<file path="src/rtl/cst_pkg.sv">
// ----------------------------------------------------------------------------
// cst_pkg
// Shared types and constants of the character stream tokenizer.
// ----------------------------------------------------------------------------
`default_nettype none

package cst_pkg;

  typedef enum logic [1:0] {
    MODE_IDLE  = 2'd0,
    MODE_IDENT = 2'd1,
    MODE_NUM   = 2'd2,
    MODE_OP    = 2'd3
  } mode_e;

  typedef enum logic [3:0] {
    KIND_KEYWORD = 4'd0,
    KIND_IDENT   = 4'd1,
    KIND_LITERAL = 4'd2,
    KIND_LPAREN  = 4'd3,
    KIND_RPAREN  = 4'd4,
    KIND_ADD     = 4'd5,
    KIND_SUB     = 4'd6,
    KIND_MUL     = 4'd7,
    KIND_DIV     = 4'd8,
    KIND_ASSIGN  = 4'd9,
    KIND_COMMA   = 4'd10,
    KIND_UNKNOWN = 4'd11,
    KIND_EOF     = 4'd12
  } kind_e;

  // An operator code of zero means the byte is not an operator.
  localparam logic [3:0] OP_NONE = 4'd0;

  localparam logic [7:0]  CH_NEWLINE    = 8'h0A;
  localparam logic [7:0]  CH_UNDERSCORE = 8'h5F;
  localparam logic [7:0]  MAX_LEX_RESET = 8'd100;
  localparam logic [15:0] LINE_RESET    = 16'd1;
  localparam logic [15:0] LINE_MAX      = 16'hFFFF;
  localparam logic [7:0]  LEN_OUT_MAX   = 8'hFF;

  // Result queue: room for two results of one item plus two in flight.
  localparam int unsigned FIFO_DEPTH = 4;
  localparam int unsigned PTR_W      = 2;
  localparam int unsigned CNT_W      = 3;

  typedef struct packed {
    kind_e       kind;
    logic [7:0]  length;
    logic [15:0] line;
    logic        too_long;
    logic        last;
  } result_t;

  function automatic logic [7:0] kw_char(input logic [1:0] idx);
    logic [7:0] ch;
    unique case (idx)
      2'd0:    ch = "i";
      2'd1:    ch = "n";
      2'd2:    ch = "t";
      default: ch = 8'h00;
    endcase
    return ch;
  endfunction

  function automatic logic [3:0] op_code(input logic [7:0] c);
    logic [3:0] code;
    unique case (c)
      "(":     code = KIND_LPAREN;
      ")":     code = KIND_RPAREN;
      "+":     code = KIND_ADD;
      "-":     code = KIND_SUB;
      "*":     code = KIND_MUL;
      "/":     code = KIND_DIV;
      "=":     code = KIND_ASSIGN;
      ",":     code = KIND_COMMA;
      default: code = OP_NONE;
    endcase
    return code;
  endfunction

  function automatic logic is_space(input logic [7:0] c);
    return (c == 8'd32) || ((c >= 8'd9) && (c <= 8'd13));
  endfunction

  function automatic logic is_letter(input logic [7:0] c);
    return ((c >= "a") && (c <= "z")) || ((c >= "A") && (c <= "Z"));
  endfunction

  function automatic logic is_digit(input logic [7:0] c);
    return (c >= "0") && (c <= "9");
  endfunction

endpackage

`default_nettype wire

</file>
<file path="src/rtl/cst_in_if.sv">
// ----------------------------------------------------------------------------
// cst_in_if
// Character input channel: one source byte or an end-of-input mark.
// ----------------------------------------------------------------------------
`default_nettype none

interface cst_in_if;
  logic       valid;
  logic       ready;
  logic [7:0] char_in;
  logic       end_of_input;

  modport source (output valid, output char_in, output end_of_input, input ready);
  modport sink   (input valid, input char_in, input end_of_input, output ready);
endinterface

`default_nettype wire

</file>
<file path="src/rtl/cst_out_if.sv">
// ----------------------------------------------------------------------------
// cst_out_if
// Token output channel: one token per transaction.
// ----------------------------------------------------------------------------
`default_nettype none

interface cst_out_if;
  logic        valid;
  logic        ready;
  logic [3:0]  token_kind;
  logic [7:0]  lexeme_length;
  logic [15:0] token_line;
  logic        too_long;
  logic        last;

  modport source (output valid, output token_kind, output lexeme_length,
                  output token_line, output too_long, output last, input ready);
  modport sink   (input valid, input token_kind, input lexeme_length,
                  input token_line, input too_long, input last, output ready);
endinterface

`default_nettype wire

</file>
<file path="src/rtl/cst_cfg_if.sv">
// ----------------------------------------------------------------------------
// cst_cfg_if
// Configuration write channel carrying the max_lexeme register value.
// ----------------------------------------------------------------------------
`default_nettype none

interface cst_cfg_if;
  logic       valid;
  logic       ready;
  logic [7:0] max_lexeme;

  modport source (output valid, output max_lexeme, input ready);
  modport sink   (input valid, input max_lexeme, output ready);
endinterface

`default_nettype wire

</file>
<file path="src/rtl/char_stream_tokenizer_top.sv">
// ----------------------------------------------------------------------------
// char_stream_tokenizer_top
// Byte-at-a-time lexer: classifies each character, tracks the open token and
// emits keyword, identifier, literal, operator, unknown and end-of-file tokens.
// ----------------------------------------------------------------------------
//  channel  | direction | transaction carries
//  ---------+-----------+------------------------------------------------------
//  char_i   | in        | char_in, end_of_input
//  token_o  | out       | token_kind, lexeme_length, token_line, too_long, last
//  cfg_i    | in        | max_lexeme (always ready)
//
// Every accepted character updates the token state in the same cycle and
// pushes zero, one or two tokens into a four-entry result queue. char_i takes
// a new character every cycle while the queue has room for two tokens; a
// character that ends a token and is itself unknown, or an end-of-input mark
// that closes an open token, yields two tokens. Each token is registered in
// the queue and appears on token_o once the tokens ahead of it are taken.
// Reset empties the queue, closes any token and sets the line counter to one.
// ----------------------------------------------------------------------------
`default_nettype none

module char_stream_tokenizer_top
  import cst_pkg::*;
#(
  parameter int unsigned LENGTH_BITS = 8
) (
  input  wire         clk_i,
  input  wire         rst_ni,
  cst_in_if.sink      char_i,
  cst_out_if.source   token_o,
  cst_cfg_if.sink     cfg_i
);

  localparam int unsigned CmpW = (LENGTH_BITS > 8) ? LENGTH_BITS : 8;
  localparam logic [LENGTH_BITS-1:0] LenCap = {LENGTH_BITS{1'b1}};
  localparam logic [CmpW-1:0] LenOutMaxW = CmpW'(LEN_OUT_MAX);

  // Configuration register.
  logic [7:0] max_lex_q;

  assign cfg_i.ready = 1'b1;

  always_ff @(posedge clk_i or negedge rst_ni) begin
    if (!rst_ni) begin
      max_lex_q <= MAX_LEX_RESET;
    end else if (cfg_i.valid) begin
      max_lex_q <= cfg_i.max_lexeme;
    end
  end

  // Token state.
  mode_e                  mode_q, mode_d;
  logic [LENGTH_BITS-1:0] count_q, count_d;
  logic [1:0]             prog_q, prog_d;
  logic                   alive_q, alive_d;
  logic [3:0]             first_op_q, first_op_d;
  logic [15:0]            line_q, line_d;

  // Result queue.
  result_t          fifo_q [FIFO_DEPTH];
  logic [PTR_W-1:0] wr_ptr_q, rd_ptr_q;
  logic [CNT_W-1:0] fill_q, fill_d;

  logic       in_acc, out_acc;
  logic [7:0] ch;
  logic       eoi;
  logic       c_space, c_letter, c_digit, c_word, c_op, c_start_id;
  logic [3:0] c_opcode;
  logic       cont, flush_v, unk_v, eof_v, kw_match;
  logic [CmpW-1:0] len_ext;
  result_t    flush_r, extra_r, res_a, res_b;
  logic [1:0] push_n;

  assign in_acc  = char_i.valid && char_i.ready;
  assign out_acc = token_o.valid && token_o.ready;
  assign ch      = char_i.char_in;
  assign eoi     = char_i.end_of_input;

  // Room for the two tokens one character can cause.
  assign char_i.ready = (fill_q <= CNT_W'(FIFO_DEPTH - 2));

  always_comb begin
    c_opcode   = op_code(ch);
    c_space    = is_space(ch);
    c_letter   = is_letter(ch);
    c_digit    = is_digit(ch);
    c_op       = (c_opcode != OP_NONE);
    c_start_id = c_letter || (ch == CH_UNDERSCORE);
    c_word     = c_start_id || c_digit;

    cont = !eoi && (((mode_q == MODE_IDENT) && c_word) ||
                    ((mode_q == MODE_NUM) && c_digit) ||
                    ((mode_q == MODE_OP) && c_op));
    flush_v = (mode_q != MODE_IDLE) && !cont;
    eof_v   = eoi;
    unk_v   = !eoi && !c_space && !c_word && !c_op;

    // The newline counts before the token it terminates is reported.
    line_d = line_q;
    if (!eoi && (ch == CH_NEWLINE) && (line_q != LINE_MAX)) begin
      line_d = line_q + 16'd1;
    end

    // Closing token.
    len_ext = CmpW'(count_q);
    unique case (mode_q)
      MODE_IDENT: flush_r.kind = (alive_q && (prog_q == 2'd3) &&
                                  (count_q == LENGTH_BITS'(3))) ? KIND_KEYWORD : KIND_IDENT;
      MODE_NUM:   flush_r.kind = KIND_LITERAL;
      default:    flush_r.kind = (count_q == LENGTH_BITS'(1)) ? kind_e'(first_op_q)
                                                              : KIND_UNKNOWN;
    endcase
    flush_r.length   = (len_ext > LenOutMaxW) ? LEN_OUT_MAX : len_ext[7:0];
    flush_r.line     = line_d;
    flush_r.too_long = (len_ext >= CmpW'(max_lex_q));
    flush_r.last     = !(eof_v || unk_v);

    // End-of-file or unknown byte token.
    if (eof_v) begin
      extra_r.kind     = KIND_EOF;
      extra_r.length   = 8'd0;
      extra_r.too_long = 1'b0;
    end else begin
      extra_r.kind     = KIND_UNKNOWN;
      extra_r.length   = 8'd1;
      extra_r.too_long = (max_lex_q <= 8'd1);
    end
    extra_r.line = line_d;
    extra_r.last = 1'b1;

    if (flush_v) begin
      res_a = flush_r;
      res_b = extra_r;
    end else begin
      res_a = extra_r;
      res_b = extra_r;
    end
    push_n = in_acc ? ({1'b0, flush_v} + {1'b0, eof_v || unk_v}) : 2'd0;

    // Keyword tracking for a continuing identifier.
    kw_match = alive_q && (count_q < LENGTH_BITS'(3)) &&
               (prog_q == count_q[1:0]) && (ch == kw_char(count_q[1:0]));

    mode_d     = mode_q;
    count_d    = count_q;
    prog_d     = prog_q;
    alive_d    = alive_q;
    first_op_d = first_op_q;
    if (in_acc) begin
      if (eoi) begin
        mode_d = MODE_IDLE;
      end else if (cont) begin
        if (kw_match) begin
          prog_d = prog_q + 2'd1;
        end else begin
          alive_d = 1'b0;
        end
        if (count_q != LenCap) begin
          count_d = count_q + LENGTH_BITS'(1);
        end
      end else begin
        mode_d = MODE_IDLE;
        if (c_start_id || c_digit || c_op) begin
          if (c_start_id) begin
            mode_d = MODE_IDENT;
          end else if (c_digit) begin
            mode_d = MODE_NUM;
          end else begin
            mode_d = MODE_OP;
          end
          count_d    = LENGTH_BITS'(1);
          prog_d     = (ch == kw_char(2'd0)) ? 2'd1 : 2'd0;
          alive_d    = (ch == kw_char(2'd0));
          first_op_d = c_opcode;
        end
      end
    end

    fill_d = fill_q + CNT_W'(push_n) - CNT_W'(out_acc);
  end

  always_ff @(posedge clk_i or negedge rst_ni) begin
    if (!rst_ni) begin
      mode_q     <= MODE_IDLE;
      count_q    <= '0;
      prog_q     <= 2'd0;
      alive_q    <= 1'b1;
      first_op_q <= OP_NONE;
      line_q     <= LINE_RESET;
      wr_ptr_q   <= '0;
      rd_ptr_q   <= '0;
      fill_q     <= '0;
    end else begin
      mode_q     <= mode_d;
      count_q    <= count_d;
      prog_q     <= prog_d;
      alive_q    <= alive_d;
      first_op_q <= first_op_d;
      if (in_acc) begin
        line_q <= line_d;
      end
      wr_ptr_q <= wr_ptr_q + PTR_W'(push_n);
      rd_ptr_q <= rd_ptr_q + PTR_W'(out_acc);
      fill_q   <= fill_d;
    end
  end

  always_ff @(posedge clk_i) begin
    if (push_n != 2'd0) begin
      fifo_q[wr_ptr_q] <= res_a;
    end
    if (push_n == 2'd2) begin
      fifo_q[wr_ptr_q + PTR_W'(1)] <= res_b;
    end
  end

  assign token_o.valid         = (fill_q != '0);
  assign token_o.token_kind    = fifo_q[rd_ptr_q].kind;
  assign token_o.lexeme_length = fifo_q[rd_ptr_q].length;
  assign token_o.token_line    = fifo_q[rd_ptr_q].line;
  assign token_o.too_long      = fifo_q[rd_ptr_q].too_long;
  assign token_o.last          = fifo_q[rd_ptr_q].last;

`ifndef ASSERT_OFF
  a_fill_bound: assert property (@(posedge clk_i) disable iff (!rst_ni)
    fill_q <= CNT_W'(FIFO_DEPTH))
    else $error("result queue overfilled");

  a_eof_queued: assert property (@(posedge clk_i) disable iff (!rst_ni)
    (in_acc && eoi) |=> (fill_q != '0))
    else $error("end of input produced no token");

  a_eof_closes: assert property (@(posedge clk_i) disable iff (!rst_ni)
    (in_acc && eoi) |=> (mode_q == MODE_IDLE))
    else $error("token left open after end of input");

  a_line_nonzero: assert property (@(posedge clk_i) disable iff (!rst_ni)
    line_q != 16'd0)
    else $error("line counter wrapped");
`endif

endmodule

`default_nettype wire
</file>
<file path="src/flat_wrapper.sv">
// flat-port wrapper written by rule: the top's interface ports become plain ports
module char_stream_tokenizer_top_flat import cst_pkg::*;
#(
  parameter int unsigned LENGTH_BITS = 8
)
  (clk_i, rst_ni, char_i_valid, char_i_char_in, char_i_end_of_input, char_i_ready, token_o_valid, token_o_token_kind, token_o_lexeme_length, token_o_token_line, token_o_too_long, token_o_last, token_o_ready, cfg_i_valid, cfg_i_max_lexeme, cfg_i_ready);
  cst_in_if char_i_i ();
  cst_out_if token_o_i ();
  cst_cfg_if cfg_i_i ();
  input  wire clk_i;
  input  wire rst_ni;
  input wire logic [$bits(char_i_i.valid)-1:0] char_i_valid;
  input wire logic [$bits(char_i_i.char_in)-1:0] char_i_char_in;
  input wire logic [$bits(char_i_i.end_of_input)-1:0] char_i_end_of_input;
  output wire logic [$bits(char_i_i.ready)-1:0] char_i_ready;
  output wire logic [$bits(token_o_i.valid)-1:0] token_o_valid;
  output wire logic [$bits(token_o_i.token_kind)-1:0] token_o_token_kind;
  output wire logic [$bits(token_o_i.lexeme_length)-1:0] token_o_lexeme_length;
  output wire logic [$bits(token_o_i.token_line)-1:0] token_o_token_line;
  output wire logic [$bits(token_o_i.too_long)-1:0] token_o_too_long;
  output wire logic [$bits(token_o_i.last)-1:0] token_o_last;
  input wire logic [$bits(token_o_i.ready)-1:0] token_o_ready;
  input wire logic [$bits(cfg_i_i.valid)-1:0] cfg_i_valid;
  input wire logic [$bits(cfg_i_i.max_lexeme)-1:0] cfg_i_max_lexeme;
  output wire logic [$bits(cfg_i_i.ready)-1:0] cfg_i_ready;
  assign char_i_i.valid = char_i_valid;
  assign char_i_i.char_in = char_i_char_in;
  assign char_i_i.end_of_input = char_i_end_of_input;
  assign char_i_ready = char_i_i.ready;
  assign token_o_valid = token_o_i.valid;
  assign token_o_token_kind = token_o_i.token_kind;
  assign token_o_lexeme_length = token_o_i.lexeme_length;
  assign token_o_token_line = token_o_i.token_line;
  assign token_o_too_long = token_o_i.too_long;
  assign token_o_last = token_o_i.last;
  assign token_o_i.ready = token_o_ready;
  assign cfg_i_i.valid = cfg_i_valid;
  assign cfg_i_i.max_lexeme = cfg_i_max_lexeme;
  assign cfg_i_ready = cfg_i_i.ready;
  char_stream_tokenizer_top #(.LENGTH_BITS(LENGTH_BITS)) u_core (.clk_i(clk_i), .rst_ni(rst_ni), .char_i(char_i_i), .token_o(token_o_i), .cfg_i(cfg_i_i));
endmodule
</file>
<file path="config.mk">
export PLATFORM = sky130hd
export DESIGN_NAME = char_stream_tokenizer_top_flat
export DESIGN_NICKNAME = d
export VERILOG_FILES = /design/src/rtl/cst_pkg.sv /design/src/rtl/cst_in_if.sv /design/src/rtl/cst_out_if.sv /design/src/rtl/cst_cfg_if.sv /design/src/rtl/char_stream_tokenizer_top.sv /design/src/flat_wrapper.sv
export SDC_FILE = /design/constraint.sdc
export NUM_CORES = 1
export LEC_CHECK = 0
export BUFFER_PORTS_ARGS = -buffer_cell sky130_fd_sc_hd__buf_2
export CELL_PAD_IN_SITES_DETAIL_PLACEMENT = 1
export CELL_PAD_IN_SITES_GLOBAL_PLACEMENT = 1
export CORE_MARGIN = 2
export CORE_UTILIZATION = 35
export DETAILED_ROUTE_END_ITERATION = 8
export HOLD_SLACK_MARGIN = 0.05
export PLACE_DENSITY_LB_ADDON = 0.08
export SYNTH_ARGS = -nofsm -noshare
export SYNTH_HDL_FRONTEND = slang
export SYNTH_SLANG_ARGS = --single-unit
</file>
<file path="constraint.sdc">
create_clock -name clk_i -period 4.4 [get_ports clk_i]
set_input_delay 0 -clock clk_i [delete_from_list [all_inputs] [get_ports clk_i]]
set_output_delay 0 -clock clk_i [all_outputs]
set_load 0.01 [all_outputs]
</file>
==> metrics.cfg, run 1 <==
[clocking]
cts_resized = 0
clock-root-buffer = clkbuf_16
htree_levels = 4
path_clk_slew_ps = 70
hold_buffers = 30
clk_latency_ps = 440
cts_tree = yes
clock_sinks = 168
post_cts_buffers = 0
cts_buffers = 17
clk_path_buf_depth = 2

[sta]
rsz0062_at_grt = no
report.final.setup_viol = 0
period_share = 0.879
period_needed_ps = 3870
max_freq_ghz = 0.259
slew-limit-headroom = 0.270
fin_skew_ps = 11.7
finalHoldViolCount = 0
setup_tns_ps = 0
tightest_slew_ps = 1070
slew_viol_final = 0

[power_and_ir_drop]
powerDensity_nw_per_um2 = 504
ir_drop_v = 0.000236
leakage_nw = 3.76
power_mw = 4.98

[detailed_routing]
viasPerCell = 5.38
vias = 6108
wl_mm = 23.9
ant_nets = 0
drc_errors = 0
drt_iter0_drc = 353
wl_per_cell_um = 21.1
first_pass_iters = 4

[synthesis]
syn-num-nets = 776
syn_inst = 728
ys_ff_latch = 168
yosysUniqueCellTypes = 80
syn_area_um2 = 8380
synth_ff_type = edfxtp_1
synth-edff-count = 84
ys_warn_count = 0
async_reset_ff_frac = 0.286
seq_area_frac_synth = 0.531
syn_avg_cell_area_um2 = 11.5

[final_layout]
drive_gt1_frac = 0.184
final_cell_mix = nor2_1 (94), edfxtp_1 (84), buf_2 (53), nand2_1 (51), dfrtp_1 (42)
layout_commonest_cell = nor2_1
diodes = 0
area_delta_synth_final_pct = 17.8
fillerInstances = 2556
nets = 851

[grt]
grt_pass1_wl_mm = 38.5
grt_max_degree = 49
grt_use_total = 0.199
overflow = 0
grt_pass1_vias = 6585
antenna_found_initial = 0

[critical_path]
start_kind = flop
end_kind = flop
cp.required_ps = 4620
crit_arrival_ps = 4090
reg2reg_from = u_core.mode_q[0]
criticalPathCategory = reg -> reg
path_max_fanout = 10
cp-startpoint = u_core.mode_q[0]

[job]
drv_cap = 0

[status]
run_status = complete, no violations

[placed_design]
portBuffers = 53
gp_congestion = 0.809
dp_hpwl_mm = 16.4

[worst_hold_path]
hold_class = in -> reg
hold_start = char_i_char_in[1]

[floorplanning]
ios = 55
num_rows = 56
die_area_um2 = 25200
die_h_um = 159
placeableCoreArea_um2 = 23500
die_w_um = 159
start_util = 0.357

synthesized netlist by cell type (all sizes together) (3+ instances only):
library cell   n  area, µm²
clkbuf        30        113
xnor2         26        228
o311ai         4       42.6
nand3         20        100
nand2         51        191
and2           5       31.3
dfrtp         43       1080
xor2          15        131
a22o          23        201
a2111oi        3       32.5
dfstp          5        131
nor2b          6       37.5
mux4          30        676
nor4           5       31.3
edfxtp        84       2520
a211oi         3       22.5
o41ai          9       78.8
nor3          13       75.1
nor3b          3       22.5
o211ai         6       45.0
and4           3       26.3
ha            25        313
and3           7       43.8
nand4          9       56.3
buf           13       76.3
a21o           4       30.0
o22a           3       26.3
a21oi         17        100
or4            3       26.3
o31ai          4       30.0
o21ai         39        199
inv           30        113
nor2          94        353
nand2b         5       31.3
o22ai          5       31.3
dfxtp         36        721
or3            7       43.8
through the flow:
step | hold WS [ps] | worst slack [ps] | cells | area, µm² | utilization
finish | 63.6 | 533 | 1135 | 9870 | 0.421
CTS | 52.3 | 505 | 1135 | 9870 | 0.421
floorplan | -296 | 482 | 728 | 8380 | -
detailed placement | 172 | 532 | 1073 | 9010 | 0.384
global route | 90.9 | 151 | 1135 | 9870 | 0.421
global placement | 158 | 832 | 1073 | 9010 | 0.384
final cells by class:
cell class / count / area [µm²] / area share
clock buffers: 18 / 429 / 0.0435
clock inverters: 14 / 136 / 0.0138
inverters: 30 / 113 / 0.0114
multi-input cells: 487 / 3630 / 0.368
flip-flops and latches: 168 / 4450 / 0.451
well taps: 319 / 399 / 0.0404
repair buffers: 99 / 711 / 0.0720
worst max-delay path: stages (launching register included):
cell	delay, ps
dfrtp_1	390
inv_1	80
ha_1	230
o2111a_1	280
a41oi_2	440
a21oi_4	100
nor2_1	160
ha_1	230
nor2_1	70
and3b_1	350
nand3_1	290
nor2b_1	250
inv_1	340
o311ai_0	300
o41ai_1	150
power breakdown:
part,internal [mW],switching (mW),total (mW)
Clock,0.748,0.708,1.46
Sequential,1.86,0.130,1.99
Combinational,0.597,0.936,1.53
logic make-up (layout without fill, tap and decap cells):
logic type / count (synthesis) / in the layout / synth area share
buffers and inverters: 73 / 161 / 0.0360
muxes: 34 / 34 / 0.0857
and+or+nand+nor: 240 / 240 / 0.137
other: 1 / 1 / 0.000448
xor gates and xnor gates: 41 / 41 / 0.0429
AOI/OAI and AO/OA: 145 / 145 / 0.127
DFF: 168 / 168 / 0.531
adders and majority gates: 26 / 26 / 0.0397
flip-flops by register name, summed over array words and instances, names as in the netlist, 3 cells and up:
signal,flops
u_core.count_q,8
u_core.fill_q,3
u_core.max_lex_q,8
u_core.line_q,16
u_core.fifo_q,120
u_core.first_op_q,4
layer usage:
layer / vias to the layer above / global-route usage / wire length, µm
met2: 113 / 0.316 / 11100
met5: - / 0 / 0
met4: 0 / 0.0450 / 264
li1: 2856 / - / -
met3: 17 / 0.0345 / 918
met1: 3122 / 0.284 / 11600
path summary, 6_finish.rpt:
check                                  endpoint  slack, ps  cells past startpoint
setup reg to reg           u_core.fifo_q[2][26]        530                     14
min in group asynchronous     u_core.count_q[1]        210                      3
max in group asynchronous    u_core.rd_ptr_q[0]       3710                      3
hold reg to reg             u_core.fifo_q[2][0]        470                      1
setup / recovery           u_core.fifo_q[2][26]        530                     14
hold / removal             u_core.first_op_q[2]         60                      3
Note: power is estimated with default switching activity, not from simulation.
==> run 2, diff against run 1 <==
Settings changed: CORE_MARGIN 2 to 1, SETUP_SLACK_MARGIN set to 0.02.
==> metrics.cfg, run 2 (synthesized netlist as in run 1, its figures left out) <==
[detailed_routing]
drt_iter0_drc = 309
wl_per_cell_um = 20.6
vias = 6035
drc_errors = 0
first_pass_iters = 4
ant_nets = 0
viasPerCell = 5.32
wl_mm = 23.4

[final_layout]
drive_gt1_frac = 0.181
area_delta_synth_final_pct = 18.2
reg_top3 = u_core.fifo_q x120, u_core.line_q x16
final_cell_mix = nor2_1 (94), edfxtp_1 (84), buf_2 (53), nand2_1 (51), dfrtp_1 (42)
fin_util = 0.422
layout_commonest_cell = nor2_1
fin_area_um2 = 9910
instances_no_fill = 1135
diodes = 0
top_register = u_core.fifo_q
nets = 851
largest_reg_flops = 120

[critical_path]
slowest_delay_ps = 440
criticalPathCategory = reg -> reg
cp-startpoint = u_core.mode_q[0]
reg2reg_to = u_core.fifo_q[2][27]
crit_chain = inv_1 > ha_1 > o2111a_1 > a41oi_2 > a21oi_4 > nor2_1 > ha_1 > nor2_1 > and3b_1 > nand3_1 > nor2b_1 > inv_1 > o311ai_0 > o41ai_1
reg2reg_from = u_core.mode_q[0]
end_kind = flop
cp.required_ps = 4590
r2r_slack_ps = 470
endpoint = u_core.fifo_q[2][27]
reg2regPathDepth = 14
start_kind = flop
crit_arrival_ps = 4120
slowest_stage = a41oi_2
path_max_fanout = 11

[sta]
fin_skew_ps = 12.0
max_freq_ghz = 0.255
period_needed_ps = 3930
whs_ps = 69.5
setup_slack_ps = 474
tightest_slew_ps = 1070
slew-limit-headroom = 0.265
slew_viol_final = 0
rsz0062_at_grt = no
report.final.setup_viol = 0
finalHoldViolCount = 0
period_share = 0.892
setup_tns_ps = 0

[floorplanning]
ios = 55
die_h_um = 157
start_util = 0.357
die_w_um = 157
placeableCoreArea_um2 = 23500
num_rows = 56
die_area_um2 = 24600

[clocking]
htree_levels = 4
clk_latency_ps = 420
clock_sinks = 168
cts_buffers = 17
path_clk_slew_ps = 70
clk_path_buf_depth = 2
cts_tree = yes
post_cts_buffers = 0
clock-root-buffer = clkbuf_16

[placed_design]
portBuffers = 53
gp_congestion = 0.803
dp.cells = 1072
dp_hpwl_mm = 16.1
place_ws_ps = 494
postPlaceCellArea_um2 = 9000

[power_and_ir_drop]
ir_drop_v = 0.000224
powerDensity_nw_per_um2 = 508
power_mw = 5.03
leakage_nw = 3.77

[grt]
grt_max_degree = 49
overflow = 0
grt_pass1_wl_mm = 37.6
grt_pass1_vias = 6486
grt_use_total = 0.206
antenna_found_initial = 0

[worst_hold_path]
hold_class = in -> reg

[status]
run_status = complete, no violations

[job]
drv_cap = 0

## run 2: repair_timing
action,4_1_cts,5_1_grt
gates resized for setup,0,0
hold buffers,31,0
endpoints found under the hold margin,57,0
## run 2: layer usage
metal  wire length [µm]  up-vias  track usage
li1                   -     2858            -
met1              11400     3066        0.294
met2              11000       99        0.326
met3                846       12       0.0271
met4                198        0       0.0584
met5                  0        -            0
## run 2: layout make-up
class | count | area, µm²
Clock buffer | 18 | 429
Fill cell | 2537 | 13600
Inverter | 30 | 113
Multi-Input combinational cell | 487 | 3630
Tap cell | 319 | 399
Clock inverter | 14 | 166
Sequential cell | 168 | 4450
Timing Repair Buffer | 99 | 713
## run 2: how the worst min path moves through the flow
stage / start / endpoint / slack, ps / depth (start not counted)
finish: char_i_char_in[3] / u_core.first_op_q[1] / 70 / 3
global route: char_i_char_in[3] / u_core.first_op_q[1] / 90 / 3
CTS: char_i_char_in[7] / u_core.alive_q / 60 / 6
detailed placement: rst_ni / u_core.line_q[12] / 190 / 2
global placement: rst_ni / u_core.line_q[14] / 170 / 2
floorplan: rst_ni / u_core.count_q[0] / -300 / 0
## run 2: power breakdown
group | internal [mW] | switching (mW) | leakage [nW]
combinational | 0.595 | 0.890 | 1.74
sequential | 1.86 | 0.162 | 1.76
clock | 0.852 | 0.674 | 0.280
## run 2: critical path: cells and delay by family (launching register included)
kind,cells,cell delay (ps)
buffers and inverters,2,460
and+or+nand+nor,5,1100
adders and majority gates,2,450
DFF,1,400
AOI/OAI and AO/OA,5,1280
==> run 3, diff against run 2 <==
Settings changed: ABC_AREA set to 1.
==> metrics.cfg, run 3 <==
[sta]
tightest_slew_ps = 1040
slew_viol_final = 0
setup_tns_ps = 0
rsz0062_at_grt = no
fin_skew_ps = 14.3
max_freq_ghz = 0.273
slew-limit-headroom = 0.305
finalHoldViolCount = 0
report.final.setup_viol = 0
whs_ps = 43.9
period_needed_ps = 3670
period_share = 0.834

[detailed_routing]
wl_per_cell_um = 17.8
vias = 7254
viasPerCell = 4.97
wl_mm = 26.0
first_pass_iters = 4
ant_nets = 0
drc_errors = 0
drt_iter0_drc = 318

[final_layout]
diodes = 0
nets = 1172
largest_reg_flops = 120
fillerInstances = 2910
area_delta_synth_final_pct = 17.5
final_cell_mix = nand2_1 (244), nor2_1 (177), o21ai_0 (91), edfxtp_1 (84), inv_1 (82)
top_register = u_core.fifo_q
drive_gt1_frac = 0.144
layout_commonest_cell = nand2_1
reg_top3 = u_core.fifo_q x120, u_core.line_q x16

[power_and_ir_drop]
p_int_mw = 3.74
combPwrFrac = 0.398
power_frac_clock = 0.248
leakage_nw = 4.32
powerDensity_nw_per_um2 = 624
switching_share = 0.419
ir_drop_v = 0.000272
seqPwrFrac = 0.354
p_switching_mw = 2.70

[synthesis]
syn-num-nets = 1097
syn_inst = 1049
synth_top_area_frac = 0.287
syn_area_um2 = 8790
synthTopCellsByArea = edfxtp_1 (29%), dfrtp_1 (12%), nand2_1 (10%)
seq_area_frac_synth = 0.507
async_reset_ff_frac = 0.286
ys_ff_latch = 168
yosysUniqueCellTypes = 43
ys_warn_count = 0
synth_ff_type = edfxtp_1
synth-edff-count = 84
synth_commonest_cells = nand2_1 (244), nor2_1 (180), o21ai_0 (91), edfxtp_1 (84), inv_1 (82)
synth_area_leader_cell = edfxtp_1
yosysMostFrequentCell = nand2_1
syn_avg_cell_area_um2 = 8.38

[grt]
grt_pass1_wl_mm = 42.2
grt_use_total = 0.212
grt_max_degree = 63
grt_pass1_vias = 7401
overflow = 0
antenna_found_initial = 0

[placed_design]
gp_congestion = 0.800
dp_hpwl_mm = 17.6
portBuffers = 53

[clocking]
clock_sinks = 168
post_cts_buffers = 0
htree_levels = 4
cts_buffers = 17
clk_latency_ps = 440
path_clk_slew_ps = 70
cts_tree = yes
clock-root-buffer = clkbuf_16
hold_buffers = 28
cts_resized = 0
clk_path_buf_depth = 2

[floorplanning]
die_area_um2 = 25700
start_util = 0.359
die_w_um = 160
die_h_um = 160
ios = 55
placeableCoreArea_um2 = 24500
num_rows = 57

[critical_path]
path_max_fanout = 21
cp.required_ps = 4550
end_kind = flop
reg2reg_from = u_core.mode_q[0]
cp-startpoint = char_i_char_in[7]
crit_arrival_ps = 3820
criticalPathCategory = in -> reg
start_kind = input pin
r2r_slack_ps = 890

[job]
drv_cap = 0

[status]
run_status = complete, no violations

[worst_hold_path]
hold_start = char_i_char_in[4]
hold_class = in -> reg

## run 3: changes by cell type after synthesis, sizes merged, moves of 9 or more
| cell | change |
|---|---|
| xor2 | +12 |
| nand2 | +205 |
| a22o | -23 |
| o21ai | +73 |
| o22ai | +26 |
| xnor2 | -22 |
| o41ai | -9 |
| inv | +62 |
| mux4 | -30 |
| nand3 | +21 |
| nor2 | +96 |
## run 3: area by class of cell
class | count | area [µm²] | share of cell area
clock inverters | 15 | 199 | 0.0193
multi-input cells | 745 | 3770 | 0.365
repair buffers | 99 | 718 | 0.0696
well taps | 324 | 405 | 0.0393
inverters | 93 | 352 | 0.0341
flip-flops and latches | 168 | 4450 | 0.431
clock buffers | 17 | 425 | 0.0412
## run 3: worst max-delay path: stages
cell and delay, ps:
dlygate4sd3_1 530, buf_2 150, inv_1 70, nand2_1 100, nor2_4 190, nand2_1 140
nand2_1 100, nor2_2 50, nand2_2 100, nand2_2 50, nand2_2 110, nand2_4 200
nand2_4 180, inv_1 70, ha_1 290, inv_1 80, nor2_1 230, nor2_2 130
nor3_2 110, buf_4 250, nor2_2 70, inv_1 360, buf_12 230
## run 3: cell families (layout without fill, tap and decap cells)
logic type | after synthesis | in the layout | synth area share
AND/OR/NAND/NOR | 525 | 525 | 0.256
AO/OA/AOI/OAI | 160 | 160 | 0.101
buffers and inverters | 136 | 224 | 0.0648
XOR/XNOR | 31 | 31 | 0.0309
flip-flops | 168 | 168 | 0.507
adder cells (fa/ha/maj) | 26 | 26 | 0.0379
multiplexers | 2 | 2 | 0.00242
other | 1 | 1 | 0.000427
## run 3: power by group through the flow
stage / logic, mW / clock network [mW] / registers (mW)
floorplan: 1.67 / 0 / 2.24
global route: 2.90 / 1.68 / 2.33
global placement: 2.56 / 0 / 2.31
detailed placement: 2.59 / 0 / 2.31
CTS: 2.63 / 1.62 / 2.28
finish: 2.56 / 1.59 / 2.28
## run 3: per-stage QoR
step                cells  cell area, µm²   util  power (mW)  setup WS, ps
finish               1461           10300  0.422        6.44           732
global route         1461           10300  0.422        6.91           352
CTS                  1461           10300  0.422        6.54           705
detailed placement   1401            9420  0.385        4.90           756
global placement     1401            9420  0.385        4.88           846
floorplan            1049            8790      -        3.90          1250
## run 3: final timing paths
path                                   endpoint  cells past startpoint
max                        u_core.fifo_q[2][17]                     23
min                            u_core.prog_q[0]                      6
max reg2reg                u_core.fifo_q[2][17]                     18
min reg2reg                u_core.fifo_q[1][22]                      2
max in group asynchronous    u_core.rd_ptr_q[0]                      3
min in group asynchronous    u_core.rd_ptr_q[1]                      3
## run 3: routing by layer
layer  track usage  vias to the layer above  wire length [µm]
li1              -                     3609                 -
met1         0.303                     3533             13100
met2         0.340                       92             11900
met3        0.0269                       20               665
met4        0.0511                        0               288
met5             0                        -                 0
